$ cat src/rtl/bsoc_pkg.sv
// ----------------------------------------------------------------------------
// bsoc_pkg: shared types and constants for the barometric compensation block
// Widths of the datapath, register indexes of the calibration words and the
// structs passed between the pipeline sections.
// ----------------------------------------------------------------------------
package bsoc_pkg;

	// Field and port widths.
	localparam int RAW_W     = 24;
	localparam int COEFF_W   = 16;
	localparam int OUT_W     = 32;
	localparam int CFG_IDX_W = 3;

	// Internal widths, chosen from the value ranges of each intermediate.
	localparam int DT_W    = 25;  // D2 - C5*2^8
	localparam int MUL_W   = 42;  // dT times a 16-bit word
	localparam int DTSQ_W  = 48;  // dT squared, always below 2^48
	localparam int TEMP_W  = 20;  // temperature in hundredths
	localparam int T2_W    = 17;  // dT^2 >> 31
	localparam int FO_W    = 37;  // first-order OFF and SENS
	localparam int SQ_W    = 42;  // (TEMP-2000)^2 and (TEMP+1500)^2
	localparam int WIDE_W  = 48;  // second-order terms
	localparam int PV_W    = 40;  // corrected OFF and SENS
	localparam int HALF_W  = 20;  // split point of SENS for the final product
	localparam int PLO_W   = RAW_W + HALF_W;
	localparam int PHI_W   = RAW_W + 1 + (PV_W - HALF_W);
	localparam int PROD_W  = 64;
	localparam int X_W     = PROD_W - 21;
	localparam int Y_W     = X_W + 1;

	// Register indexes on the configuration port.
	localparam logic [CFG_IDX_W-1:0] CFG_C1 = 3'd0;
	localparam logic [CFG_IDX_W-1:0] CFG_C2 = 3'd1;
	localparam logic [CFG_IDX_W-1:0] CFG_C3 = 3'd2;
	localparam logic [CFG_IDX_W-1:0] CFG_C4 = 3'd3;
	localparam logic [CFG_IDX_W-1:0] CFG_C5 = 3'd4;
	localparam logic [CFG_IDX_W-1:0] CFG_C6 = 3'd5;

	// Temperature thresholds in hundredths of a degree.
	localparam logic signed [TEMP_W-1:0] TEMP_REF  = 20'sd2000;
	localparam logic signed [TEMP_W-1:0] TEMP_XLOW = -20'sd1500;

	// Calibration words C1 to C6.
	typedef struct packed {
		logic [COEFF_W-1:0] c1;
		logic [COEFF_W-1:0] c2;
		logic [COEFF_W-1:0] c3;
		logic [COEFF_W-1:0] c4;
		logic [COEFF_W-1:0] c5;
		logic [COEFF_W-1:0] c6;
	} coeff_t;

	// First-order results.
	typedef struct packed {
		logic signed [TEMP_W-1:0] temp;
		logic [T2_W-1:0]          t2;
		logic signed [FO_W-1:0]   off;
		logic signed [FO_W-1:0]   sens;
		logic [RAW_W-1:0]         d1;
	} first_t;

	// Values after the second-order correction.
	typedef struct packed {
		logic signed [TEMP_W-1:0] temp;
		logic signed [PV_W-1:0]   off;
		logic signed [PV_W-1:0]   sens;
		logic [RAW_W-1:0]         d1;
	} second_t;

endpackage

$ cat src/rtl/bsoc_cfg_regs.sv
// ----------------------------------------------------------------------------
// bsoc_cfg_regs: calibration word registers
// Holds C1 to C6. A write to an index past the last word is dropped.
// ----------------------------------------------------------------------------
module bsoc_cfg_regs (
	input  logic                                clk,
	input  logic                                arst_n,
	input  logic                                cfg_valid,
	output logic                                cfg_ready,
	input  logic [bsoc_pkg::CFG_IDX_W-1:0]      cfg_index,
	input  logic [bsoc_pkg::COEFF_W-1:0]        cfg_data,
	output bsoc_pkg::coeff_t                    coeff
);

	bsoc_pkg::coeff_t coeff_q;

	// Writes are always taken.
	assign cfg_ready = 1'b1;
	assign coeff     = coeff_q;

	// Register file with one write per request.
	always_ff @(posedge clk or negedge arst_n) begin
		if (!arst_n) begin
			coeff_q <= '0;
		end else if (cfg_valid && cfg_ready) begin
			unique case (cfg_index)
				bsoc_pkg::CFG_C1: coeff_q.c1 <= cfg_data;
				bsoc_pkg::CFG_C2: coeff_q.c2 <= cfg_data;
				bsoc_pkg::CFG_C3: coeff_q.c3 <= cfg_data;
				bsoc_pkg::CFG_C4: coeff_q.c4 <= cfg_data;
				bsoc_pkg::CFG_C5: coeff_q.c5 <= cfg_data;
				bsoc_pkg::CFG_C6: coeff_q.c6 <= cfg_data;
				default: begin
				end
			endcase
		end
	end

endmodule

$ cat config.mk
export PLATFORM = sky130hd
export DESIGN_NAME = bsoc_cfg_regs
export DESIGN_NICKNAME = d
export VERILOG_FILES = /design/src/rtl/bsoc_pkg.sv /design/src/rtl/bsoc_cfg_regs.sv
export SDC_FILE = /design/constraint.sdc
export NUM_CORES = 1
export LEC_CHECK = 0
export BUFFER_PORTS_ARGS = -buffer_cell sky130_fd_sc_hd__buf_2
export CAP_MARGIN = 20
export CORE_ASPECT_RATIO = 0.7
export CORE_MARGIN = 10
export CORE_UTILIZATION = 50
export DETAILED_ROUTE_END_ITERATION = 6
export PLACE_DENSITY_LB_ADDON = 0.12
export SYNTH_ARGS = -nofsm -noshare
export SYNTH_HDL_FRONTEND = slang
export SYNTH_SLANG_ARGS = --single-unit
export TNS_END_PERCENT = 5
$ cat constraint.sdc
create_clock -name clk -period 0.84 [get_ports clk]
set_input_delay 0.084 -clock clk [delete_from_list [all_inputs] [get_ports clk]]
set_output_delay 0.084 -clock clk [all_outputs]
set_load 0.02 [all_outputs]
==> reports/qor.yml <==
status: "finished with violations"
failed_checks: "setup timing"
ant_nets: 0
hold_viol_final: 0
clkSlewWorstSetupHoldPaths_ps: 90
timing.rr.start: "coeff[83]"
grt_antenna_before_repair: 0
worst_r2r_endpoint: "coeff[83]"
yosysSeqAreaShare_pct: 65.11
path_max_fanout: 2
via_per_inst: 5.047
required_ps: 760
worstSetupPathType: "reg -> out"
drive_gt1_share_pct: 72.00
power_density_nw_per_um2: 2705
syn_nets: 232
power_uw: 13610
rows: 26
hold_depth: 2
crit_arrival_ps: 920
ys_ff_latch: 96
hp-start: "cfg_data[5]"
min_delay_worst_endpoint: "coeff[5]"
drtIter0Drc: 110
finalSetupViolations: 113
vias: 2261
finalCriticalPeriod_ps: 999.1
rsz0062_at_grt: "true"
slowest_stage: "dfrtp_1"
dp_hpwl_um: 6305
ys_types: 12
antennaDiodeCount: 0
gp_congestion: 0.7183
grt_start_max_net_pins: 52
start_kind: "flop"
ios: 119
synth_area_um2: 3690
ff2ff_setup_slack_ps: -80
worst-path-buf-inv: 1
cts_tree: "yes"
grtUsageTotal_pct: 15.70
clock_path_buffers: 2
p_leak_uw: 0.002385
placed_area_um2: 4469
crit_chain: "buf_6"
cts_sinks: 96
period_share_pct: 118.9
syn_area_per_cell_um2: 17.57
hold_path.class: "in -> reg"
vdd.ir_drop.worst_mv: 1.359
cts-root-buf: "clkbuf_8"
core_area_um2: 7222
setup_ws_ps: -159.1
nets: 368
htreeDepth: 3
stdcell_area_um2: 5032
port_buffers: 117
post_drt_wl_per_cell_um: 19.93
clock_skew_ps: 0
synth_cells: 210
r2r_cells: 2
fill_cells: 505
clk_latency_ps: 350
cts_made_buffers: 9
firstDrtPassIters: 4
syn_to_final_growth_pct: 36.39
end_kind: "output port"
die_w_um: 122.7
die-area_um2: 11270
die_y_um: 91.88
remaining_drc_errors: 0
grt_pass1_wl_um: 13750
grt_pass1_vias: 2432
overflow: 0
largest_reg_flops: 96
critPathTopFamily: "flip-flops"
slowest_delay_ps: 420
wirelength_um: 8927
dp_slack_ps: -402.5
drv_slew: 0
fmax_ghz: 1.001
ys_warn_count: 0
drv_cap: 0
start_util_pct: 51.09
## metal layers
metal	vias up	GRT usage (%)	wire, um
met3	9	6.920	711
met4	0	4.110	80
met5	-	0	0
li1	1021	-	-
met1	1163	19.27	3668
met2	68	24.78	4466
## power by group
| part | internal, uW | switching [uW] |
|---|---|---|
| Sequential | 5640 | 672 |
| Combinational | 2260 | 2300 |
| Clock | 1220 | 1530 |
## layout make-up
cell class | instances | area, um2 | share of cell area, %
flip-flops and latches | 96 | 2402 | 47.74
multi-input cells | 103 | 1217 | 24.19
repair buffers | 136 | 1109 | 22.03
clock buffers | 11 | 151.4 | 3.008
well taps | 98 | 122.6 | 2.437
clock inverters | 4 | 30.03 | 0.5967
## through the flow
stage | setup TNS, ps | utilization (%) | hold WS (ps) | std cells
3_3_place_gp | -31090 | 61.89 | 97.64 | 428
2_1_floorplan | -22130 | - | -211.6 | 210
5_1_grt | -19030 | 69.68 | 18.03 | 448
6_report | -13730 | 69.68 | 39.15 | 448
4_1_cts | -15680 | 67.07 | 10.62 | 448
3_5_place_dp | -33210 | 61.89 | 97.02 | 428
## worst max-delay path by stage
stage / to / depth (start not counted) / start / slack, ps
after floorplan: coeff[80] / 4 / cfg_index[0] / -430
after global placement: coeff[56] / 4 / cfg_index[2] / -360
after detailed placement: coeff[83] / 4 / cfg_index[1] / -400
after CTS: coeff[10] / 1 / coeff[10] / -170
after global routing: coeff[70] / 1 / coeff[70] / -210
final: coeff[83] / 1 / coeff[83] / -160
## kinds of logic after synthesis
family        count (synthesis)  synth area share [%]
buf+inv                      11                 3.018
flops                        96                 65.11
other cells                   1                0.1016
mux                          96                 29.30
simple gates                  6                 2.475
## cells in the final DEF, fill, tap and decap left out, drive strengths merged
cell type    synthesis  layout
nor4b                1       1
mux2                96      96
buf                 11     135
dlygate4sd3          0       1
nand4b               2       2
conb                 1       1
and4bb               3       3
clkinvlp             0       4
dfrtp               96      96
clkbuf               0      11
## cells in the mapped netlist (all sizes together)
master  number  area, um2
nand4b       2      30.03
nor4b        1      23.77
mux2        96       1081
buf         11      111.4
dfrtp       96       2402
and4bb       3      37.53
conb         1      3.750
## timing repair
item                                    4_1_cts  5_1_grt
endpoints found under the hold margin        96        0
gates resized for setup                      49       59
setup buffers                                 4        0
endpoints found under the setup margin      112      141
pin swaps                                     2        0
hold buffers                                  1        0
Power figures use the tool's default switching activity.
