--- src/rtl/bsoc_pkg.sv ---
// ----------------------------------------------------------------------------
// bsoc_pkg: shared types and constants for the barometric compensation block
// Widths of the datapath, register indexes of the calibration words and the
// structs passed between the pipeline sections.
// ----------------------------------------------------------------------------
package bsoc_pkg;

	// Field and port widths.
	localparam int RAW_W     = 24;
	localparam int COEFF_W   = 16;
	localparam int OUT_W     = 32;
	localparam int CFG_IDX_W = 3;

	// Internal widths, chosen from the value ranges of each intermediate.
	localparam int DT_W    = 25;  // D2 - C5*2^8
	localparam int MUL_W   = 42;  // dT times a 16-bit word
	localparam int DTSQ_W  = 48;  // dT squared, always below 2^48
	localparam int TEMP_W  = 20;  // temperature in hundredths
	localparam int T2_W    = 17;  // dT^2 >> 31
	localparam int FO_W    = 37;  // first-order OFF and SENS
	localparam int SQ_W    = 42;  // (TEMP-2000)^2 and (TEMP+1500)^2
	localparam int WIDE_W  = 48;  // second-order terms
	localparam int PV_W    = 40;  // corrected OFF and SENS
	localparam int HALF_W  = 20;  // split point of SENS for the final product
	localparam int PLO_W   = RAW_W + HALF_W;
	localparam int PHI_W   = RAW_W + 1 + (PV_W - HALF_W);
	localparam int PROD_W  = 64;
	localparam int X_W     = PROD_W - 21;
	localparam int Y_W     = X_W + 1;

	// Register indexes on the configuration port.
	localparam logic [CFG_IDX_W-1:0] CFG_C1 = 3'd0;
	localparam logic [CFG_IDX_W-1:0] CFG_C2 = 3'd1;
	localparam logic [CFG_IDX_W-1:0] CFG_C3 = 3'd2;
	localparam logic [CFG_IDX_W-1:0] CFG_C4 = 3'd3;
	localparam logic [CFG_IDX_W-1:0] CFG_C5 = 3'd4;
	localparam logic [CFG_IDX_W-1:0] CFG_C6 = 3'd5;

	// Temperature thresholds in hundredths of a degree.
	localparam logic signed [TEMP_W-1:0] TEMP_REF  = 20'sd2000;
	localparam logic signed [TEMP_W-1:0] TEMP_XLOW = -20'sd1500;

	// Calibration words C1 to C6.
	typedef struct packed {
		logic [COEFF_W-1:0] c1;
		logic [COEFF_W-1:0] c2;
		logic [COEFF_W-1:0] c3;
		logic [COEFF_W-1:0] c4;
		logic [COEFF_W-1:0] c5;
		logic [COEFF_W-1:0] c6;
	} coeff_t;

	// First-order results.
	typedef struct packed {
		logic signed [TEMP_W-1:0] temp;
		logic [T2_W-1:0]          t2;
		logic signed [FO_W-1:0]   off;
		logic signed [FO_W-1:0]   sens;
		logic [RAW_W-1:0]         d1;
	} first_t;

	// Values after the second-order correction.
	typedef struct packed {
		logic signed [TEMP_W-1:0] temp;
		logic signed [PV_W-1:0]   off;
		logic signed [PV_W-1:0]   sens;
		logic [RAW_W-1:0]         d1;
	} second_t;

endpackage

--- src/rtl/bsoc_first_order.sv ---
// ----------------------------------------------------------------------------
// bsoc_first_order: stages 1 to 3
// Computes dT, then the four products of dT, then TEMP, OFF, SENS and T2.
// ----------------------------------------------------------------------------
module bsoc_first_order (
	input  logic                            clk,
	input  logic                            arst_n,
	input  logic                            in_valid,
	input  logic [bsoc_pkg::RAW_W-1:0]      d1,
	input  logic [bsoc_pkg::RAW_W-1:0]      d2,
	input  bsoc_pkg::coeff_t                coeff,
	output logic                            out_valid,
	output bsoc_pkg::first_t                res
);

	localparam int MUL_W = bsoc_pkg::MUL_W;
	localparam int FO_W  = bsoc_pkg::FO_W;

	logic                                  v_s1, v_s2, v_s3;
	logic signed [bsoc_pkg::DT_W-1:0]      dt_s1;
	logic [bsoc_pkg::RAW_W-1:0]            d1_s1, d1_s2;
	logic signed [MUL_W-1:0]               prod_t_s2, prod_off_s2, prod_sens_s2;
	logic [bsoc_pkg::DTSQ_W-1:0]           dtsq_s2;
	logic signed [2*bsoc_pkg::DT_W-1:0]    dtsq_c;
	bsoc_pkg::first_t                      res_c, res_s3;

	// Valid bits move every cycle.
	always_ff @(posedge clk or negedge arst_n) begin
		if (!arst_n) begin
			v_s1 <= 1'b0;
			v_s2 <= 1'b0;
			v_s3 <= 1'b0;
		end else begin
			v_s1 <= in_valid;
			v_s2 <= v_s1;
			v_s3 <= v_s2;
		end
	end

	// Stage 1: temperature difference against the reference word.
	always_ff @(posedge clk) begin
		dt_s1 <= $signed({1'b0, d2}) - $signed({1'b0, coeff.c5, 8'd0});
		d1_s1 <= d1;
	end

	// Stage 2: products of dT with C6, C4, C3 and with itself.
	assign dtsq_c = (2*bsoc_pkg::DT_W)'(dt_s1) * (2*bsoc_pkg::DT_W)'(dt_s1);

	always_ff @(posedge clk) begin
		prod_t_s2    <= MUL_W'(dt_s1) * MUL_W'($signed({1'b0, coeff.c6}));
		prod_off_s2  <= MUL_W'(dt_s1) * MUL_W'($signed({1'b0, coeff.c4}));
		prod_sens_s2 <= MUL_W'(dt_s1) * MUL_W'($signed({1'b0, coeff.c3}));
		dtsq_s2      <= dtsq_c[bsoc_pkg::DTSQ_W-1:0];
		d1_s2        <= d1_s1;
	end

	// Stage 3: scale the products and add the base terms.
	always_comb begin
		res_c.temp = bsoc_pkg::TEMP_W'($signed(prod_t_s2[MUL_W-1:23]))
			+ bsoc_pkg::TEMP_REF;
		res_c.off  = FO_W'($signed({1'b0, coeff.c2, 16'd0}))
			+ FO_W'($signed(prod_off_s2[MUL_W-1:7]));
		res_c.sens = FO_W'($signed({1'b0, coeff.c1, 15'd0}))
			+ FO_W'($signed(prod_sens_s2[MUL_W-1:8]));
		res_c.t2   = dtsq_s2[bsoc_pkg::DTSQ_W-1:31];
		res_c.d1   = d1_s2;
	end

	always_ff @(posedge clk) begin
		res_s3 <= res_c;
	end

	assign out_valid = v_s3;
	assign res       = res_s3;

endmodule

--- config.mk ---
export PLATFORM = sky130hd
export DESIGN_NAME = bsoc_first_order
export DESIGN_NICKNAME = d
export VERILOG_FILES = /design/src/rtl/bsoc_pkg.sv /design/src/rtl/bsoc_first_order.sv
export SDC_FILE = /design/constraint.sdc
export NUM_CORES = 2
export LEC_CHECK = 0
export BUFFER_PORTS_ARGS = -buffer_cell sky130_fd_sc_hd__buf_2
export CAP_MARGIN = 40
export CELL_PAD_IN_SITES_DETAIL_PLACEMENT = 0
export CELL_PAD_IN_SITES_GLOBAL_PLACEMENT = 1
export CORE_ASPECT_RATIO = 1.5
export CORE_MARGIN = 2
export CORE_UTILIZATION = 55
export DETAILED_ROUTE_END_ITERATION = 10
export GPL_TIMING_DRIVEN = 0
export PLACE_DENSITY_LB_ADDON = 0.15
export SYNTH_ARGS = -nofsm -noshare
export SYNTH_HDL_FRONTEND = slang
export SYNTH_SLANG_ARGS = --single-unit
--- constraint.sdc ---
create_clock -name clk -period 13.8 [get_ports clk]
set_input_delay 1.38 -clock clk [delete_from_list [all_inputs] [get_ports clk]]
set_output_delay 1.38 -clock clk [all_outputs]
set_load 0.02 [all_outputs]
==> results.yml <==
status:
  outcome: "completed"
placed_design:
  pre_cts_ws_ns: 4.56
  dp_hpwl_um: 191000
  gp_congestion: 1.02
  port_buffers: 270
logic_synthesis:
  synth.avg_cell_area_um2: 9.52
  yosys_warnings: 0
  synthArstFlopShare: 0.00958
  synth_nets: 9684
  syn-cell-area_um2: 69400
  synth_seq_cells: 313
  synth_edf_count: 0
  syn_inst: 7282
  synth.distinct_cells: 70
  ys_seq_area_frac: 0.0906
  synth_flop_cell: "dfxtp_1"
floorplanning:
  die_h_um: 439
  rows: 159
  io_pins: 283
  die_w_um: 294
  die_area_um2: 129000
  start_util: 0.554
  core_area_um2: 125000
clock_network:
  cts_hold_buf: 0
  cts_tree: "yes"
  htree_levels: 2
  cts_resized: 0
  clockBufferDepth: 3
  cts_root_buf: "clkbuf_16"
  clk_pin_slew_ns: 0.06
  clk_latency_ns: 0.61
  cts.sinks: 313
  post-cts-setup-buffers: 0
  numCtsBuffers: 34
worst_setup_path:
  setup.worst_path.start_class: "register"
  cp-end-kind: "register"
  cpMostUsedCell: "fa_1"
  cp_data_required_time_ns: 14.22
  worst-setup-path-type: "reg -> reg"
  cp.buffers_inverters: 11
  worstPathMaxFanout: 10
  critPathSlowestCell: "clkbuf_1"
  crit_arrival_ns: 9.83
  cp_top_family: "adder cells"
  max_stage_delay_ns: 0.76
timing:
  hold_viol_final: 0
  worst_slew_pin_slew_ns: 1.03
  finalSetupViolCount: 0
  post-route-min-period_ns: 9.40
  timing.setup.tns_ns: 0
  rsz0062_at_grt: "false"
  slew_headroom: 0.311
  slew_viol_final: 0
  max_freq_mhz: 106
  clock_skew_ns: 0.0206
  timing.final.crit_share: 0.681
  finalWorstSetupSlack_ns: 4.40
global_routing:
  grt.overflow.total: 0
  grt_max_degree: 16
  grt_pass1_wl_um: 330000
  antenna_found_initial: 29
  grt_use_total: 0.355
  grt_pass1_vias: 55300
route:
  route.antenna.remaining_nets: 0
  vias_per_cell: 5.36
  wl_per_cell_um: 23.2
  drt-total-wl_um: 218000
  vias: 50300
  drtPass1Iterations: 6
  drc: 0
  drtIter0Drc: 3182
flow_run:
  max_cap_viol_count: 0
final_layout:
  drive_gt1_frac: 0.0645
  layout_common_cells: "inv_1 (2015), fa_1 (1760), nand2_1 (940)"
  area_growth_pct: 9.43
  fillers: 11200
  nets: 10100
  post-route-util: 0.606
  layout_commonest_cell: "inv_1"
hold_path:
  hold_class: "reg -> reg"
[final timing paths]
| check | start | cells past startpoint | slack [ns] | to |
|---|---|---|---|---|
| max reg2reg | dt_s1[12] | 30 | 4.40 | dtsq_s2[33] |
| min in group asynchronous | arst_n | 1 | 0.57 | v_s2 |
| max in group asynchronous | arst_n | 1 | 13.12 | v_s1 |
| min reg2reg | prod_t_s2[24] | 0 | 0.32 | res[116] |
| min | prod_t_s2[24] | 0 | 0.32 | res[116] |
| max | dt_s1[12] | 30 | 4.40 | dtsq_s2[33] |
[final cells by class]
class,count,area (um2),share of cell area
Clock buffer,45,973,0.0128
Tap cell,1610,2010,0.0265
Clock inverter,14,226,0.00298
Timing Repair Buffer,411,3270,0.0431
Inverter,2015,7560,0.0997
Antenna cell,20,50.0,0.000659
Sequential cell,313,6280,0.0828
Buffer,310,1180,0.0155
Multi-Input combinational cell,4644,54300,0.716
[through the flow]
stage	instances	instance area, um2	hold WS, ns
6_report	9382	75900	0.318
5_1_grt	9363	75800	0.332
4_1_cts	9360	75800	0.317
3_5_place_dp	9301	74600	0.312
3_3_place_gp	9162	72700	0.310
2_1_floorplan	7282	69400	0.310
[metal layers]
metal / part of all wire / up-vias / global-route usage
met4: 0.099 / 18 / 0.277
met3: 0.083 / 816 / 0.0786
met2: 0.49 / 2085 / 0.596
met5: 0.00054 / - / 0
met1: 0.33 / 25700 / 0.388
li1: - / 21700 / -
[synth_stat cells (4+ instances only)]
cell type     n  share of area
a21o_1       60         0.0065
a31o_2        4        0.00051
nand2_1     940          0.051
dfxtp_1     310          0.089
xnor2_1     134          0.017
o31ai_1       7        0.00076
ha_1        495          0.089
nand4_1      12         0.0011
fa_1       1760           0.51
nor3_1       29         0.0021
a21oi_1     115         0.0083
and3_1       19         0.0017
o21bai_1      9        0.00097
o21ai_1       5        0.00036
a2111oi_0     4        0.00051
o21ai_0      44         0.0032
xor2_1       54         0.0068
a211oi_1     14         0.0015
nand3_1      25         0.0018
nand2b_1     15         0.0014
nor2b_1      36         0.0032
a221o_1       4        0.00058
or3_1         8        0.00072
a41o_1        4        0.00058
o211ai_1      7        0.00076
inv_1      2015           0.11
o21a_1       24         0.0026
clkbuf_1    304          0.016
and2_1      613          0.055
a21boi_0      8        0.00087
nor2_1      123         0.0067
or2_2        10        0.00090
a31oi_1      10        0.00090
[registers in the layout, summed over array words and instances, names as in the netlist]
name	flops
dt_s1	25
prod_sens_s2	34
out_valid	1
d1_s2	24
d1_s1	24
v_s2	1
prod_off_s2	35
prod_t_s2	19
dtsq_s2	17
v_s1	1
res	132
[kinds of logic after synthesis]
kind of cell	synth area share
buf+inv	0.126
xor+xnor	0.0237
mux	0.000144
flops	0.0906
simple gates	0.127
fa+ha+maj	0.597
compound gates	0.0347
Power is not shown: default switching activity piles up to over one toggle a cycle in this logic, so the estimate is an artifact.
