### src/rtl/bsoc_pkg.sv
// ----------------------------------------------------------------------------
// bsoc_pkg: shared types and constants for the barometric compensation block
// Widths of the datapath, register indexes of the calibration words and the
// structs passed between the pipeline sections.
// ----------------------------------------------------------------------------
package bsoc_pkg;

	// Field and port widths.
	localparam int RAW_W     = 24;
	localparam int COEFF_W   = 16;
	localparam int OUT_W     = 32;
	localparam int CFG_IDX_W = 3;

	// Internal widths, chosen from the value ranges of each intermediate.
	localparam int DT_W    = 25;  // D2 - C5*2^8
	localparam int MUL_W   = 42;  // dT times a 16-bit word
	localparam int DTSQ_W  = 48;  // dT squared, always below 2^48
	localparam int TEMP_W  = 20;  // temperature in hundredths
	localparam int T2_W    = 17;  // dT^2 >> 31
	localparam int FO_W    = 37;  // first-order OFF and SENS
	localparam int SQ_W    = 42;  // (TEMP-2000)^2 and (TEMP+1500)^2
	localparam int WIDE_W  = 48;  // second-order terms
	localparam int PV_W    = 40;  // corrected OFF and SENS
	localparam int HALF_W  = 20;  // split point of SENS for the final product
	localparam int PLO_W   = RAW_W + HALF_W;
	localparam int PHI_W   = RAW_W + 1 + (PV_W - HALF_W);
	localparam int PROD_W  = 64;
	localparam int X_W     = PROD_W - 21;
	localparam int Y_W     = X_W + 1;

	// Register indexes on the configuration port.
	localparam logic [CFG_IDX_W-1:0] CFG_C1 = 3'd0;
	localparam logic [CFG_IDX_W-1:0] CFG_C2 = 3'd1;
	localparam logic [CFG_IDX_W-1:0] CFG_C3 = 3'd2;
	localparam logic [CFG_IDX_W-1:0] CFG_C4 = 3'd3;
	localparam logic [CFG_IDX_W-1:0] CFG_C5 = 3'd4;
	localparam logic [CFG_IDX_W-1:0] CFG_C6 = 3'd5;

	// Temperature thresholds in hundredths of a degree.
	localparam logic signed [TEMP_W-1:0] TEMP_REF  = 20'sd2000;
	localparam logic signed [TEMP_W-1:0] TEMP_XLOW = -20'sd1500;

	// Calibration words C1 to C6.
	typedef struct packed {
		logic [COEFF_W-1:0] c1;
		logic [COEFF_W-1:0] c2;
		logic [COEFF_W-1:0] c3;
		logic [COEFF_W-1:0] c4;
		logic [COEFF_W-1:0] c5;
		logic [COEFF_W-1:0] c6;
	} coeff_t;

	// First-order results.
	typedef struct packed {
		logic signed [TEMP_W-1:0] temp;
		logic [T2_W-1:0]          t2;
		logic signed [FO_W-1:0]   off;
		logic signed [FO_W-1:0]   sens;
		logic [RAW_W-1:0]         d1;
	} first_t;

	// Values after the second-order correction.
	typedef struct packed {
		logic signed [TEMP_W-1:0] temp;
		logic signed [PV_W-1:0]   off;
		logic signed [PV_W-1:0]   sens;
		logic [RAW_W-1:0]         d1;
	} second_t;

endpackage

### src/rtl/bsoc_pressure.sv
// ----------------------------------------------------------------------------
// bsoc_pressure: stages 7 to 9
// D1 times SENS as two partial products, recombined, scaled and offset.
// Stage 9 is the output register.
// ----------------------------------------------------------------------------
module bsoc_pressure (
	input  logic                                clk,
	input  logic                                arst_n,
	input  logic                                in_valid,
	input  bsoc_pkg::second_t                   so,
	output logic                                out_valid,
	output logic signed [bsoc_pkg::OUT_W-1:0]   temperature_centi,
	output logic signed [bsoc_pkg::OUT_W-1:0]   pressure_centi
);

	localparam int PV_W   = bsoc_pkg::PV_W;
	localparam int HALF_W = bsoc_pkg::HALF_W;
	localparam int PROD_W = bsoc_pkg::PROD_W;
	localparam int X_W    = bsoc_pkg::X_W;
	localparam int Y_W    = bsoc_pkg::Y_W;
	localparam int OUT_W  = bsoc_pkg::OUT_W;

	logic                               v_s7, v_s8, v_s9;
	logic [bsoc_pkg::PLO_W-1:0]         p_lo_s7;
	logic signed [bsoc_pkg::PHI_W-1:0]  p_hi_s7;
	logic signed [PV_W-1:0]             off_s7, off_s8;
	logic signed [bsoc_pkg::TEMP_W-1:0] temp_s7, temp_s8;
	logic signed [PROD_W-1:0]           full_c;
	logic signed [X_W-1:0]              x_s8;
	logic signed [Y_W-1:0]              y_c;
	logic signed [OUT_W-1:0]            temp_s9, press_s9;

	// Valid bits move every cycle.
	always_ff @(posedge clk or negedge arst_n) begin
		if (!arst_n) begin
			v_s7 <= 1'b0;
			v_s8 <= 1'b0;
			v_s9 <= 1'b0;
		end else begin
			v_s7 <= in_valid;
			v_s8 <= v_s7;
			v_s9 <= v_s8;
		end
	end

	// Stage 7: low half unsigned, high half signed.
	always_ff @(posedge clk) begin
		p_lo_s7 <= bsoc_pkg::PLO_W'(so.d1) * bsoc_pkg::PLO_W'(so.sens[HALF_W-1:0]);
		p_hi_s7 <= bsoc_pkg::PHI_W'($signed({1'b0, so.d1}))
			* bsoc_pkg::PHI_W'($signed(so.sens[PV_W-1:HALF_W]));
		off_s7  <= so.off;
		temp_s7 <= so.temp;
	end

	// Stage 8: recombine the full product and divide by 2^21.
	assign full_c = (PROD_W'(p_hi_s7) <<< HALF_W)
		+ $signed(PROD_W'(p_lo_s7));

	always_ff @(posedge clk) begin
		x_s8    <= full_c[PROD_W-1:21];
		off_s8  <= off_s7;
		temp_s8 <= temp_s7;
	end

	// Stage 9: subtract OFF and divide by 2^15 into the output register.
	assign y_c = Y_W'(x_s8) - Y_W'(off_s8);

	always_ff @(posedge clk) begin
		press_s9 <= OUT_W'($signed(y_c[Y_W-1:15]));
		temp_s9  <= OUT_W'(temp_s8);
	end

	assign out_valid         = v_s9;
	assign temperature_centi = temp_s9;
	assign pressure_centi    = press_s9;

endmodule

### config.mk
export PLATFORM = sky130hd
export DESIGN_NAME = bsoc_pressure
export DESIGN_NICKNAME = d
export VERILOG_FILES = /design/src/rtl/bsoc_pkg.sv /design/src/rtl/bsoc_pressure.sv
export SDC_FILE = /design/constraint.sdc
export NUM_CORES = 2
export LEC_CHECK = 0
export BUFFER_PORTS_ARGS = -buffer_cell sky130_fd_sc_hd__buf_2
export CORE_ASPECT_RATIO = 0.9
export CORE_MARGIN = 1.5
export CORE_UTILIZATION = 55
export CTS_CLUSTER_DIAMETER = 30
export DETAILED_ROUTE_END_ITERATION = 8
export PLACE_DENSITY_LB_ADDON = 0.05
export SYNTH_ARGS = -nofsm -noshare
export SYNTH_HDL_FRONTEND = slang
export SYNTH_SLANG_ARGS = --single-unit
### constraint.sdc
create_clock -name clk -period 7.8 [get_ports clk]
set_clock_uncertainty 0.15 [all_clocks]
set_input_delay 0.78 -clock clk [delete_from_list [all_inputs] [get_ports clk]]
set_output_delay 0.78 -clock clk [all_outputs]
set_load 0.1 [all_outputs]
==> impl_metrics.env <==
export IMPL_status="finished, final reports clean"
export IMPL_cap_violations=0
export IMPL_htreeDepth=2
export IMPL_dpl_hpwl_um=85020
export IMPL_hold_path_cell_count=0
export IMPL_setup_violations=0
export IMPL_core_mm2=0.07339
export IMPL_synth_nets=5737
export IMPL_synth_area_leaders="fa_1 (38%), dfxtp_1 (14%), ha_1 (12%), inv_1 (8.6%), and2_1 (7.1%)"
export IMPL_io_buffers=191
export IMPL_drv_slew=0
export IMPL_timing_rr_start="p_lo_s7[21]$_DFF_P_"
export IMPL_synth_cells=4433
export IMPL_ys_types=72
export IMPL_synth_top_family_by_area="adder cells"
export IMPL_slew_headroom_pct=34.99
export IMPL_hold_viol=0
export IMPL_post_route_period_util_pct=91.52
export IMPL_worstHoldEndpoint="off_s8[37]$_DFF_P_"
export IMPL_tns_ns=0
export IMPL_start_util_pct=55.72
export IMPL_synth_top_area_cell="fa_1"
export IMPL_hold_class="register to register"
export IMPL_cts_resized=0
export IMPL_synth_seq_cells=283
export IMPL_grt_pass1_vias=30994
export IMPL_grt_most_used_layer="met2"
export IMPL_chipWidth_um=290.4
export IMPL_cts_sink_count=283
export IMPL_synthAdderAreaFrac_pct=50.42
export IMPL_end_kind="register"
export IMPL_design_area_mm2=0.04467
export IMPL_cts_buffers=45
export IMPL_die_h_um=261.7
export IMPL_reg2regPathDepth=10
export IMPL_final_common_cell="inv_1"
export IMPL_via_per_inst=5.279
export IMPL_use_met1_pct=40.77
export IMPL_io_pins=192
export IMPL_cts_root_buf="clkbuf_16"
export IMPL_ys_seq_area_share_pct=13.89
export IMPL_synth_xor_area_share_pct=2.891
export IMPL_drc_errors=0
export IMPL_cts_clk_slew_worst_paths_ns=0.06
export IMPL_nFillCells=6567
export IMPL_overflow=0
export IMPL_placed_cell_area_mm2=0.04306
export IMPL_synthSimpleGateAreaFrac_pct=15.55
export IMPL_path_max_fanout=23
export IMPL_setup_worst_path_start="so[16]"
export IMPL_r2r_end="x_s8[38]$_DFF_P_"
export IMPL_ff2ff_setup_slack_ns=4.60
export IMPL_dr_total_vias=29338
export IMPL_drtAntennaViolNets=0
export IMPL_num_rows=94
export IMPL_path_class="input port to register"
export IMPL_min_from="off_s7[37]$_DFF_P_"
export IMPL_fp_dieArea_mm2=0.07600
export IMPL_cp_start_kind="input port"
export IMPL_place_congestion=0.9212
export IMPL_cp_required_ns=8.11
export IMPL_rsz0062_at_grt="no"
export IMPL_ys_warn_count=0
export IMPL_worst_slew_pin_slew_ns=0.9752
export IMPL_syn_to_final_growth_pct=9.225
export IMPL_synth_area_per_cell_um2=9.225
export IMPL_synth_largest_type_area_fraction_pct=38.43
export IMPL_cts_tree="done"
export IMPL_grtUsageMet3_pct=5.134
export IMPL_synth_compound_area_share_pct=6.551
export IMPL_layout_common_cells="inv_1 (932), fa_1 (785), nand2_1 (544)"
export IMPL_grt_total_usage_pct=28.28
export IMPL_drt_initial_drc_count=1845
export IMPL_grt_pass1_wl_um=168400
export IMPL_grt_max_degree=31
export IMPL_finalCriticalPeriod_ns=7.139
export IMPL_synth_edff_count=0
export IMPL_synth_area_mm2=0.04089
export IMPL_routed_wl_um=103100
export IMPL_synthMuxAreaShare_pct=0.02754
export IMPL_ys_flop_type="dfxtp_1"
export IMPL_arrival_ns=7.45
export IMPL_cts_buffer_depth=3
export IMPL_fmax_mhz=140.1
export IMPL_synth_async_reset_ratio_pct=1.060
export IMPL_clock_latency_ns=0.55
export IMPL_globalRouteMet2Util_pct=44.51
export IMPL_drtPass1Iterations=5
export IMPL_antenna_found_initial=4
export IMPL_final_layout_size_suffix_gt1_share_pct=8.511
export IMPL_wire_per_inst_um=18.56
export IMPL_finalNetCount=5861
==> metrics by stage <==
stage / hold slack, ns / utilization [%] / worst slack (ns) / std cells
after floorplan: 0.1596 / - / 0.6026 / 4433
after global placement: 0.1600 / 58.68 / 0.1869 / 5469
after detailed placement: 0.1621 / 58.68 / 0.1523 / 5469
after CTS: 0.1638 / 60.85 / 0.6906 / 5554
after global routing: 0.1661 / 60.85 / 0.3178 / 5555
final: 0.1696 / 60.86 / 0.6614 / 5557
==> Yosys cell counts, drive strengths merged, types with 3 or more instances <==
library cell / n
a221oi: 6
o41ai: 4
o21ai: 76
and2: 466
fa: 785
o211ai: 11
dfxtp: 280
a21oi: 135
a31o: 3
a41oi: 4
nand3: 50
o2111ai: 4
inv: 932
and3: 25
nand2: 544
or2: 8
nor2: 82
nand4: 24
ha: 392
nor3: 23
o21a: 15
o31ai: 5
nor2b: 19
clkbuf: 197
dfrtp: 3
o21bai: 12
a21boi: 6
o31a: 5
a211o: 3
xnor2: 93
xor2: 42
a21o: 73
a211oi: 20
o221ai: 3
buf: 18
a31oi: 10
nor4: 4
nand2b: 23
==> critical path, stage by stage <==
cell and delay [ns]:
buf_2 0.53, buf_4 0.29, nand2_1 0.08, fa_1 0.52, inv_1 0.05, fa_1 0.48
inv_1 0.06, fa_1 0.51, inv_1 0.06, fa_1 0.52, fa_1 0.49, inv_1 0.04
fa_1 0.53, inv_1 0.08, ha_1 0.29, ha_1 0.40, a21o_1 0.14, a21o_1 0.15
a211oi_1 0.08, o31ai_1 0.49, a221oi_2 0.18, buf_4 0.17, o41ai_1 0.37, xnor2_1 0.17
==> worst max path at each step <==
stage | end | cells after the start
floorplan | p_hi_s7[29]$_DFF_P_ | 25
global placement | p_hi_s7[41]$_DFF_P_ | 25
detailed placement | p_lo_s7[41]$_DFF_P_ | 24
CTS | p_lo_s7[41]$_DFF_P_ | 22
global route | p_hi_s7[43]$_DFF_P_ | 22
finish | p_lo_s7[40]$_DFF_P_ | 24
==> registers in the layout (all words and copies together), names as in the netlist <==
register / cells
out_valid: 1
temp_s7: 20
x_s8: 43
p_hi_s7: 44
v_s8: 1
pressure_centi: 29
temperature_centi: 20
p_lo_s7: 24
v_s7: 1
off_s8: 40
off_s7: 40
temp_s8: 20
==> cell type report <==
type                    count  area, um^2  area share, %
diodes                      3       7.507        0.01681
clock buffers              51        1189          2.661
multi-input cells        3003       30850          69.07
clock inverters            33       397.9         0.8908
repair buffers            292        1842          4.123
flip-flops and latches    283        5680          12.72
well taps                 960        1201          2.689
inverters                 932        3498          7.832
==> repair_timing <==
item,4_1_cts,5_1_grt
setup buffers,0,0
hold buffers,1,0
hold endpoints to repair,3,0
==> routing by layer <==
metal,share of wire (%),vias up
met5,0.013,-
met4,2.4,2
met3,7.3,125
met2,44,877
met1,47,14711
li1,-,13623
==> kinds of logic (layout without fill, tap and decap cells) <==
kind of cell,Yosys count,in the layout
flops,283,283
fa+ha+maj,1177,1177
buf+inv,1147,1308
mux,1,1
simple gates,1277,1277
other cells,0,3
xor+xnor,135,135
compound gates,413,413
Power is not shown: default switching activity piles up to over one toggle a cycle in this logic, so the estimate is an artifact.
