==> config.mk <==
export PLATFORM = sky130hd
export DESIGN_NAME = bsoc_second_order
export DESIGN_NICKNAME = d
export VERILOG_FILES = /design/src/rtl/bsoc_pkg.sv /design/src/rtl/bsoc_second_order.sv
export SDC_FILE = /design/constraint.sdc
export NUM_CORES = 2
export LEC_CHECK = 0
export ABC_AREA = 1
export BUFFER_PORTS_ARGS = -buffer_cell sky130_fd_sc_hd__buf_4
export CORE_UTILIZATION = 25
export CTS_CLUSTER_SIZE = 12
export DETAILED_ROUTE_END_ITERATION = 10
export HOLD_SLACK_MARGIN = 0.12
export SLEW_MARGIN = 20
export SYNTH_ARGS = -nofsm -noshare
export SYNTH_HDL_FRONTEND = slang
export SYNTH_SLANG_ARGS = --single-unit
==> constraint.sdc <==
create_clock -name clk -period 12.55 [get_ports clk]
set_clock_uncertainty 0.15 [all_clocks]
set_input_delay 1.255 -clock clk [delete_from_list [all_inputs] [get_ports clk]]
set_output_delay 1.255 -clock clk [all_outputs]
set_load 0.01 [all_outputs]
==> src/rtl/bsoc_pkg.sv <==
// ----------------------------------------------------------------------------
// bsoc_pkg: shared types and constants for the barometric compensation block
// Widths of the datapath, register indexes of the calibration words and the
// structs passed between the pipeline sections.
// ----------------------------------------------------------------------------
package bsoc_pkg;

	// Field and port widths.
	localparam int RAW_W     = 24;
	localparam int COEFF_W   = 16;
	localparam int OUT_W     = 32;
	localparam int CFG_IDX_W = 3;

	// Internal widths, chosen from the value ranges of each intermediate.
	localparam int DT_W    = 25;  // D2 - C5*2^8
	localparam int MUL_W   = 42;  // dT times a 16-bit word
	localparam int DTSQ_W  = 48;  // dT squared, always below 2^48
	localparam int TEMP_W  = 20;  // temperature in hundredths
	localparam int T2_W    = 17;  // dT^2 >> 31
	localparam int FO_W    = 37;  // first-order OFF and SENS
	localparam int SQ_W    = 42;  // (TEMP-2000)^2 and (TEMP+1500)^2
	localparam int WIDE_W  = 48;  // second-order terms
	localparam int PV_W    = 40;  // corrected OFF and SENS
	localparam int HALF_W  = 20;  // split point of SENS for the final product
	localparam int PLO_W   = RAW_W + HALF_W;
	localparam int PHI_W   = RAW_W + 1 + (PV_W - HALF_W);
	localparam int PROD_W  = 64;
	localparam int X_W     = PROD_W - 21;
	localparam int Y_W     = X_W + 1;

	// Register indexes on the configuration port.
	localparam logic [CFG_IDX_W-1:0] CFG_C1 = 3'd0;
	localparam logic [CFG_IDX_W-1:0] CFG_C2 = 3'd1;
	localparam logic [CFG_IDX_W-1:0] CFG_C3 = 3'd2;
	localparam logic [CFG_IDX_W-1:0] CFG_C4 = 3'd3;
	localparam logic [CFG_IDX_W-1:0] CFG_C5 = 3'd4;
	localparam logic [CFG_IDX_W-1:0] CFG_C6 = 3'd5;

	// Temperature thresholds in hundredths of a degree.
	localparam logic signed [TEMP_W-1:0] TEMP_REF  = 20'sd2000;
	localparam logic signed [TEMP_W-1:0] TEMP_XLOW = -20'sd1500;

	// Calibration words C1 to C6.
	typedef struct packed {
		logic [COEFF_W-1:0] c1;
		logic [COEFF_W-1:0] c2;
		logic [COEFF_W-1:0] c3;
		logic [COEFF_W-1:0] c4;
		logic [COEFF_W-1:0] c5;
		logic [COEFF_W-1:0] c6;
	} coeff_t;

	// First-order results.
	typedef struct packed {
		logic signed [TEMP_W-1:0] temp;
		logic [T2_W-1:0]          t2;
		logic signed [FO_W-1:0]   off;
		logic signed [FO_W-1:0]   sens;
		logic [RAW_W-1:0]         d1;
	} first_t;

	// Values after the second-order correction.
	typedef struct packed {
		logic signed [TEMP_W-1:0] temp;
		logic signed [PV_W-1:0]   off;
		logic signed [PV_W-1:0]   sens;
		logic [RAW_W-1:0]         d1;
	} second_t;

endpackage

==> src/rtl/bsoc_second_order.sv <==
// ----------------------------------------------------------------------------
// bsoc_second_order: stages 4 to 6
// Low-temperature correction of TEMP, OFF and SENS.
// ----------------------------------------------------------------------------
module bsoc_second_order (
	input  logic                clk,
	input  logic                arst_n,
	input  logic                in_valid,
	input  bsoc_pkg::first_t    fo,
	output logic                out_valid,
	output bsoc_pkg::second_t   so
);

	localparam int TEMP_W = bsoc_pkg::TEMP_W;
	localparam int SQ_W   = bsoc_pkg::SQ_W;
	localparam int WIDE_W = bsoc_pkg::WIDE_W;
	localparam int PV_W   = bsoc_pkg::PV_W;
	localparam int FO_W   = bsoc_pkg::FO_W;

	logic                          v_s4, v_s5, v_s6;
	logic signed [TEMP_W:0]        a_c, b_c;
	logic signed [SQ_W-1:0]        aa_s4, bb_s4;
	logic                          lt_ref_s4, lt_low_s4;
	logic signed [TEMP_W-1:0]      temp_c, temp_s4, temp_s5;
	logic signed [FO_W-1:0]        off_s4, sens_s4, off_s5, sens_s5;
	logic [bsoc_pkg::RAW_W-1:0]    d1_s4, d1_s5;
	logic signed [WIDE_W-1:0]      aa_w, bb_w, aa5_c, bb7_c, bb11_c;
	logic signed [WIDE_W-1:0]      off2_c, sens2_c, off2_s5, sens2_s5;
	logic signed [WIDE_W-1:0]      off_f_c, sens_f_c;
	bsoc_pkg::second_t             so_s6;

	// Valid bits move every cycle.
	always_ff @(posedge clk or negedge arst_n) begin
		if (!arst_n) begin
			v_s4 <= 1'b0;
			v_s5 <= 1'b0;
			v_s6 <= 1'b0;
		end else begin
			v_s4 <= in_valid;
			v_s5 <= v_s4;
			v_s6 <= v_s5;
		end
	end

	// Stage 4: distances from both thresholds, squared; T2 applied to TEMP.
	always_comb begin
		a_c    = (TEMP_W+1)'(fo.temp) - (TEMP_W+1)'(bsoc_pkg::TEMP_REF);
		b_c    = (TEMP_W+1)'(fo.temp) - (TEMP_W+1)'(bsoc_pkg::TEMP_XLOW);
		temp_c = fo.temp;
		if (fo.temp < bsoc_pkg::TEMP_REF) begin
			temp_c = fo.temp - $signed(TEMP_W'(fo.t2));
		end
	end

	always_ff @(posedge clk) begin
		aa_s4     <= SQ_W'(a_c) * SQ_W'(a_c);
		bb_s4     <= SQ_W'(b_c) * SQ_W'(b_c);
		lt_ref_s4 <= fo.temp < bsoc_pkg::TEMP_REF;
		lt_low_s4 <= fo.temp < bsoc_pkg::TEMP_XLOW;
		temp_s4   <= temp_c;
		off_s4    <= fo.off;
		sens_s4   <= fo.sens;
		d1_s4     <= fo.d1;
	end

	// Stage 5: OFF2 and SENS2 from the squares by shift and add.
	always_comb begin
		aa_w    = WIDE_W'(aa_s4);
		bb_w    = WIDE_W'(bb_s4);
		aa5_c   = (aa_w <<< 2) + aa_w;
		bb7_c   = (bb_w <<< 3) - bb_w;
		bb11_c  = (bb_w <<< 3) + (bb_w <<< 1) + bb_w;
		off2_c  = '0;
		sens2_c = '0;
		if (lt_ref_s4) begin
			off2_c  = aa5_c >>> 1;
			sens2_c = aa5_c >>> 2;
			if (lt_low_s4) begin
				off2_c  = (aa5_c >>> 1) + bb7_c;
				sens2_c = (aa5_c >>> 2) + (bb11_c >>> 1);
			end
		end
	end

	always_ff @(posedge clk) begin
		off2_s5  <= off2_c;
		sens2_s5 <= sens2_c;
		temp_s5  <= temp_s4;
		off_s5   <= off_s4;
		sens_s5  <= sens_s4;
		d1_s5    <= d1_s4;
	end

	// Stage 6: subtract the corrections; results stay well inside 40 bits.
	assign off_f_c  = WIDE_W'(off_s5) - off2_s5;
	assign sens_f_c = WIDE_W'(sens_s5) - sens2_s5;

	always_ff @(posedge clk) begin
		so_s6.temp <= temp_s5;
		so_s6.off  <= $signed(off_f_c[PV_W-1:0]);
		so_s6.sens <= $signed(sens_f_c[PV_W-1:0]);
		so_s6.d1   <= d1_s5;
	end

	assign out_valid = v_s6;
	assign so        = so_s6;

endmodule

==> report_table.html <==
<table>
<tr><th>Metric</th><th>Value</th></tr>
<tr><th colspan="2">Run status</th></tr>
<tr><td>Outcome</td><td>finished clean</td></tr>
<tr><th colspan="2">Global route</th></tr>
<tr><td>Via count of the first global-routing pass</td><td>49800</td></tr>
<tr><td>Maximum number of pins on one net before global-route repair</td><td>72</td></tr>
<tr><td>Global-route wire length before repair</td><td>295000 um</td></tr>
<tr><td>GRT Overall Usage</td><td>0.157</td></tr>
<tr><td>Total congestion overflow</td><td>0</td></tr>
<tr><td>Antenna violations before repair</td><td>3</td></tr>
<tr><th colspan="2">CTS</th></tr>
<tr><td>Cell at the root of the clock tree</td><td>sky130_fd_sc_hd__clkbuf_16</td></tr>
<tr><td>Max clock buf depth</td><td>3</td></tr>
<tr><td>Number of buffers inserted to repair setup after CTS</td><td>0</td></tr>
<tr><td>Gates resized, CTS repair</td><td>0</td></tr>
<tr><td>TritonCTS clock tree</td><td>built</td></tr>
<tr><td>Depth of the CTS H-tree</td><td>2</td></tr>
<tr><td>Clock insertion delay at the later pin of the skew report</td><td>between 0.7 and 0.8 ns</td></tr>
<tr><td># hold bufs at CTS</td><td>0</td></tr>
<tr><td>Cts bufs inserted</td><td>58</td></tr>
<tr><td>Clock Sinks</td><td>524</td></tr>
<tr><td>Clock edge transition at the registers on the reported setup and hold paths</td><td>roughly 0.07 ns</td></tr>
<tr><th colspan="2">Timing</th></tr>
<tr><td>Setup tns final</td><td>0 ns</td></tr>
<tr><td>Max frequency</td><td>a little over 0.1 GHz</td></tr>
<tr><td>Count of pins over their slew limit</td><td>0</td></tr>
<tr><td>Final setup violation count</td><td>0</td></tr>
<tr><td>Endpoints failing hold</td><td>0</td></tr>
<tr><td>Final worst path period need</td><td>roughly 9.7 ns</td></tr>
<tr><td>Normalized max-slew margin</td><td>0.241</td></tr>
<tr><td>Final worst path period share</td><td>0.770</td></tr>
<tr><td>Least-Margin Pin Slew</td><td>1.13 ns</td></tr>
<tr><td>RSZ-0062 raised after global routing</td><td>no</td></tr>
<tr><th colspan="2">Finish</th></tr>
<tr><td>Most used cells in the layout excluding fill and tap cells</td><td>sky130_fd_sc_hd__inv_1 (1668), sky130_fd_sc_hd__nand2_1 (1226), sky130_fd_sc_hd__fa_1 (902)</td></tr>
<tr><td>Fraction of final layout cells sized beyond drive strength 1</td><td>0.0682</td></tr>
<tr><td>Final instance area</td><td>about 0.068 mm2</td></tr>
<tr><td>Area growth syn-to-layout</td><td>12.4%</td></tr>
<tr><td>Leading cell type in the layout, fill and taps excluded</td><td>sky130_fd_sc_hd__inv_1</td></tr>
<tr><td>Number of nets in the finished design</td><td>9283</td></tr>
<tr><th colspan="2">Detailed routing</th></tr>
<tr><td>Detailed-route vias per instance</td><td>around 4.5</td></tr>
<tr><td>DRC viols</td><td>0</td></tr>
<tr><td>Top routing layer in use</td><td>met5</td></tr>
<tr><td>First DRT Iteration DRCs</td><td>3585</td></tr>
<tr><td>Total length of routed wires</td><td>192000 um</td></tr>
<tr><td>Post-DR wirelength/cell</td><td>17.6 um</td></tr>
<tr><td>Post-detailed-route count of antenna-violating nets</td><td>0</td></tr>
<tr><td>Number of detailed-routing iterations run before antenna repair</td><td>7</td></tr>
<tr><td>Met3 wire length</td><td>14700 um</td></tr>
<tr><td>Via count</td><td>49200</td></tr>
<tr><td>Met2 wire length</td><td>81200 um</td></tr>
<tr><td>Detailed-routing wirelength on met1</td><td>91300 um</td></tr>
<tr><th colspan="2">Critical path</th></tr>
<tr><td>Nature of the critical path startpoint</td><td>input pin</td></tr>
<tr><td>Slack of the worst reg-to-reg path</td><td>6.58 ns</td></tr>
<tr><td>Crit Path Max Fanout</td><td>22</td></tr>
<tr><td>Worst-case reg-to-reg path depth</td><td>25</td></tr>
<tr><td>Capture point of the worst path</td><td>aa_s4[39]</td></tr>
<tr><td>RR Endpoint</td><td>sens2_s5[39]</td></tr>
<tr><td>Master of the slowest instance on the critical path</td><td>sky130_fd_sc_hd__fa_1</td></tr>
<tr><td>Worst path most repeated cell</td><td>sky130_fd_sc_hd__inv_1</td></tr>
<tr><td>Classification of the worst setup path</td><td>input pin to flip-flop</td></tr>
<tr><td>Longest individual stage delay on the worst path</td><td>0.88 ns</td></tr>
<tr><td>Crit path arrival time</td><td>10.12 ns</td></tr>
<tr><td>Data required time of the worst path</td><td>13.00 ns</td></tr>
<tr><td>Kind of capture point of the worst setup path</td><td>flip-flop</td></tr>
<tr><td>Source of the worst register-to-register timing path</td><td>bb_s4[2]</td></tr>
<tr><td>Worst setup path start</td><td>fo[119]</td></tr>
<tr><th colspan="2">Synth</th></tr>
<tr><td>Warnings from Yosys</td><td>0</td></tr>
<tr><td>EDFF count, synth</td><td>0</td></tr>
<tr><td>Post-synthesis sequential element count</td><td>524</td></tr>
<tr><td>Post-synthesis instance area</td><td>about 0.06 mm2</td></tr>
<tr><td>Sequential share of the synthesized area</td><td>0.174</td></tr>
<tr><td>Net Count, Synth</td><td>9040</td></tr>
<tr><td>Mapped Cells</td><td>7509</td></tr>
<tr><td>Fraction of registers with async set/reset</td><td>0.00573</td></tr>
<tr><td>Mapped Avg Cell Area</td><td>8.02 um2</td></tr>
<tr><td>Synth cell types</td><td>66</td></tr>
<tr><td>Top_reg_cell synth</td><td>sky130_fd_sc_hd__dfxtp_1</td></tr>
<tr><th colspan="2">Place</th></tr>
<tr><td>Total half-perimeter wirelength after legalization and detailed placement</td><td>163000 um</td></tr>
<tr><td>DP Area</td><td>0.0658 mm2</td></tr>
<tr><td>Buffers on Ports</td><td>262</td></tr>
<tr><td>GPL Wtd Cong</td><td>0.984</td></tr>
<tr><th colspan="2">Die</th></tr>
<tr><td>Number of placement rows</td><td>179</td></tr>
<tr><td>Initial Util</td><td>0.252</td></tr>
<tr><td>Core ar.</td><td>0.239 mm2</td></tr>
<tr><td>Die outline area</td><td>0.243 mm2</td></tr>
<tr><td>Overall die width</td><td>approximately 490 um</td></tr>
<tr><td>Die Span Y</td><td>493 um</td></tr>
<tr><td>Top-level port count</td><td>263</td></tr>
<tr><th colspan="2">Hold path</th></tr>
<tr><td>Kind of path behind the tightest hold check</td><td>flip-flop to flip-flop</td></tr>
<tr><th colspan="2">Job</th></tr>
<tr><td>Max-cap violations</td><td>0</td></tr>
</table>
## per-layer routing
metal,track usage,vias up
met4,0.0425,2
li1,-,23600
met2,0.241,1704
met1,0.226,23700
met5,0,-
met3,0.0250,220
## worst max-delay path, delay by kind of cell
family / cells / cell delay (ns)
buffers and inverters: 12 / 1.85
adder cells (fa/ha/maj): 9 / 4.71
XOR/XNOR: 1 / 0.13
AO/OA/AOI/OAI: 2 / 0.27
AND/OR/NAND/NOR: 15 / 1.87
## area by class of cell
class,instances,area (um2)
diodes,1,2.50
clock buffers,73,1580
clock inverters,19,284
fillers,26100,171000
inverters,1715,6450
multi-input cells,5160,42700
flip-flops and latches,524,10500
well taps,3167,3960
repair buffers,293,2200
## sequential cells by signal, summed over array words and instances (netlist names), 20 cells and up
register,cells
so,124
bb_s4,40
off2_s5,40
sens2_s5,40
aa_s4,39
off_s4,37
off_s5,37
sens_s4,37
sens_s5,37
d1_s4,24
d1_s5,24
temp_s4,20
temp_s5,20
## worst min-delay path by stage
stage	from	to	slack (ns)	depth (start not counted)
6_report	sens_s4[34]	sens_s5[34]	0.14	0
3_5_place_dp	off_s4[19]	off_s5[19]	0.16	0
5_1_grt	sens_s4[34]	sens_s5[34]	0.14	0
4_1_cts	sens_s4[34]	sens_s5[34]	0.14	0
2_1_floorplan	d1_s4[0]	d1_s5[0]	0.16	0
3_3_place_gp	d1_s4[10]	d1_s5[10]	0.16	0
## logic make-up (layout without fill, tap and decap cells)
| kind of cell | Yosys count | after routing | synth area share |
|---|---|---|---|
| simple gates | 2482 | 2482 | 0.174 |
| buf+inv | 1825 | 2100 | 0.117 |
| fa+ha+maj | 1393 | 1393 | 0.402 |
| compound gates | 1015 | 1015 | 0.0939 |
| flops | 524 | 524 | 0.174 |
| xor+xnor | 269 | 269 | 0.0394 |
| other cells | 1 | 2 | 0.0000623 |
## metrics by stage
stage | hold slack [ns] | setup slack, ns | cells | util
after floorplan | 0.160 | 3.46 | 7509 | -
after global placement | 0.160 | 2.44 | 10900 | 0.276
after detailed placement | 0.162 | 2.24 | 10900 | 0.276
after CTS | 0.141 | 3.00 | 11000 | 0.283
after global routing | 0.145 | 2.36 | 11000 | 0.283
final | 0.143 | 2.88 | 11000 | 0.283
## synth_stat cells, types with 4 or more instances
cell	count	area share
sky130_fd_sc_hd__a21oi_1	468	0.039
sky130_fd_sc_hd__o21bai_1	40	0.0050
sky130_fd_sc_hd__nand2_2	21	0.0022
sky130_fd_sc_hd__buf_4	4	0.00050
sky130_fd_sc_hd__and2_1	8	0.00083
sky130_fd_sc_hd__nor2_4	19	0.0036
sky130_fd_sc_hd__o221ai_1	4	0.00058
sky130_fd_sc_hd__nand3b_1	8	0.0010
sky130_fd_sc_hd__nand3_2	5	0.00083
sky130_fd_sc_hd__a21boi_0	18	0.0022
sky130_fd_sc_hd__buf_6	11	0.0021
sky130_fd_sc_hd__nand4_1	64	0.0066
sky130_fd_sc_hd__o21a_1	17	0.0021
sky130_fd_sc_hd__nor3_1	44	0.0037
sky130_fd_sc_hd__o21ai_0	282	0.023
sky130_fd_sc_hd__nand3_1	250	0.021
sky130_fd_sc_hd__clkbuf_1	50	0.0031
sky130_fd_sc_hd__buf_2	30	0.0025
sky130_fd_sc_hd__buf_1	13	0.00081
sky130_fd_sc_hd__a221oi_1	7	0.0010
sky130_fd_sc_hd__fa_1	902	0.30
sky130_fd_sc_hd__nand2_4	11	0.0021
sky130_fd_sc_hd__nor2_2	18	0.0019
sky130_fd_sc_hd__nand2_1	1226	0.076
sky130_fd_sc_hd__o2111ai_1	4	0.00058
sky130_fd_sc_hd__o211ai_1	9	0.0011
sky130_fd_sc_hd__xnor2_1	100	0.015
sky130_fd_sc_hd__nor2_1	744	0.046
sky130_fd_sc_hd__ha_1	491	0.10
sky130_fd_sc_hd__inv_1	1670	0.10
sky130_fd_sc_hd__inv_2	41	0.0026
sky130_fd_sc_hd__o21ai_2	4	0.00058
sky130_fd_sc_hd__and3_1	13	0.0014
sky130_fd_sc_hd__o21ai_1	15	0.0012
sky130_fd_sc_hd__xor2_1	168	0.024
sky130_fd_sc_hd__nor4_1	21	0.0022
sky130_fd_sc_hd__dfxtp_1	521	0.17
sky130_fd_sc_hd__a31oi_1	78	0.0081
sky130_fd_sc_hd__or2_2	22	0.0023
sky130_fd_sc_hd__a21o_1	55	0.0069
Power is not shown: default switching activity piles up to over one toggle a cycle in this logic, so the estimate is an artifact.
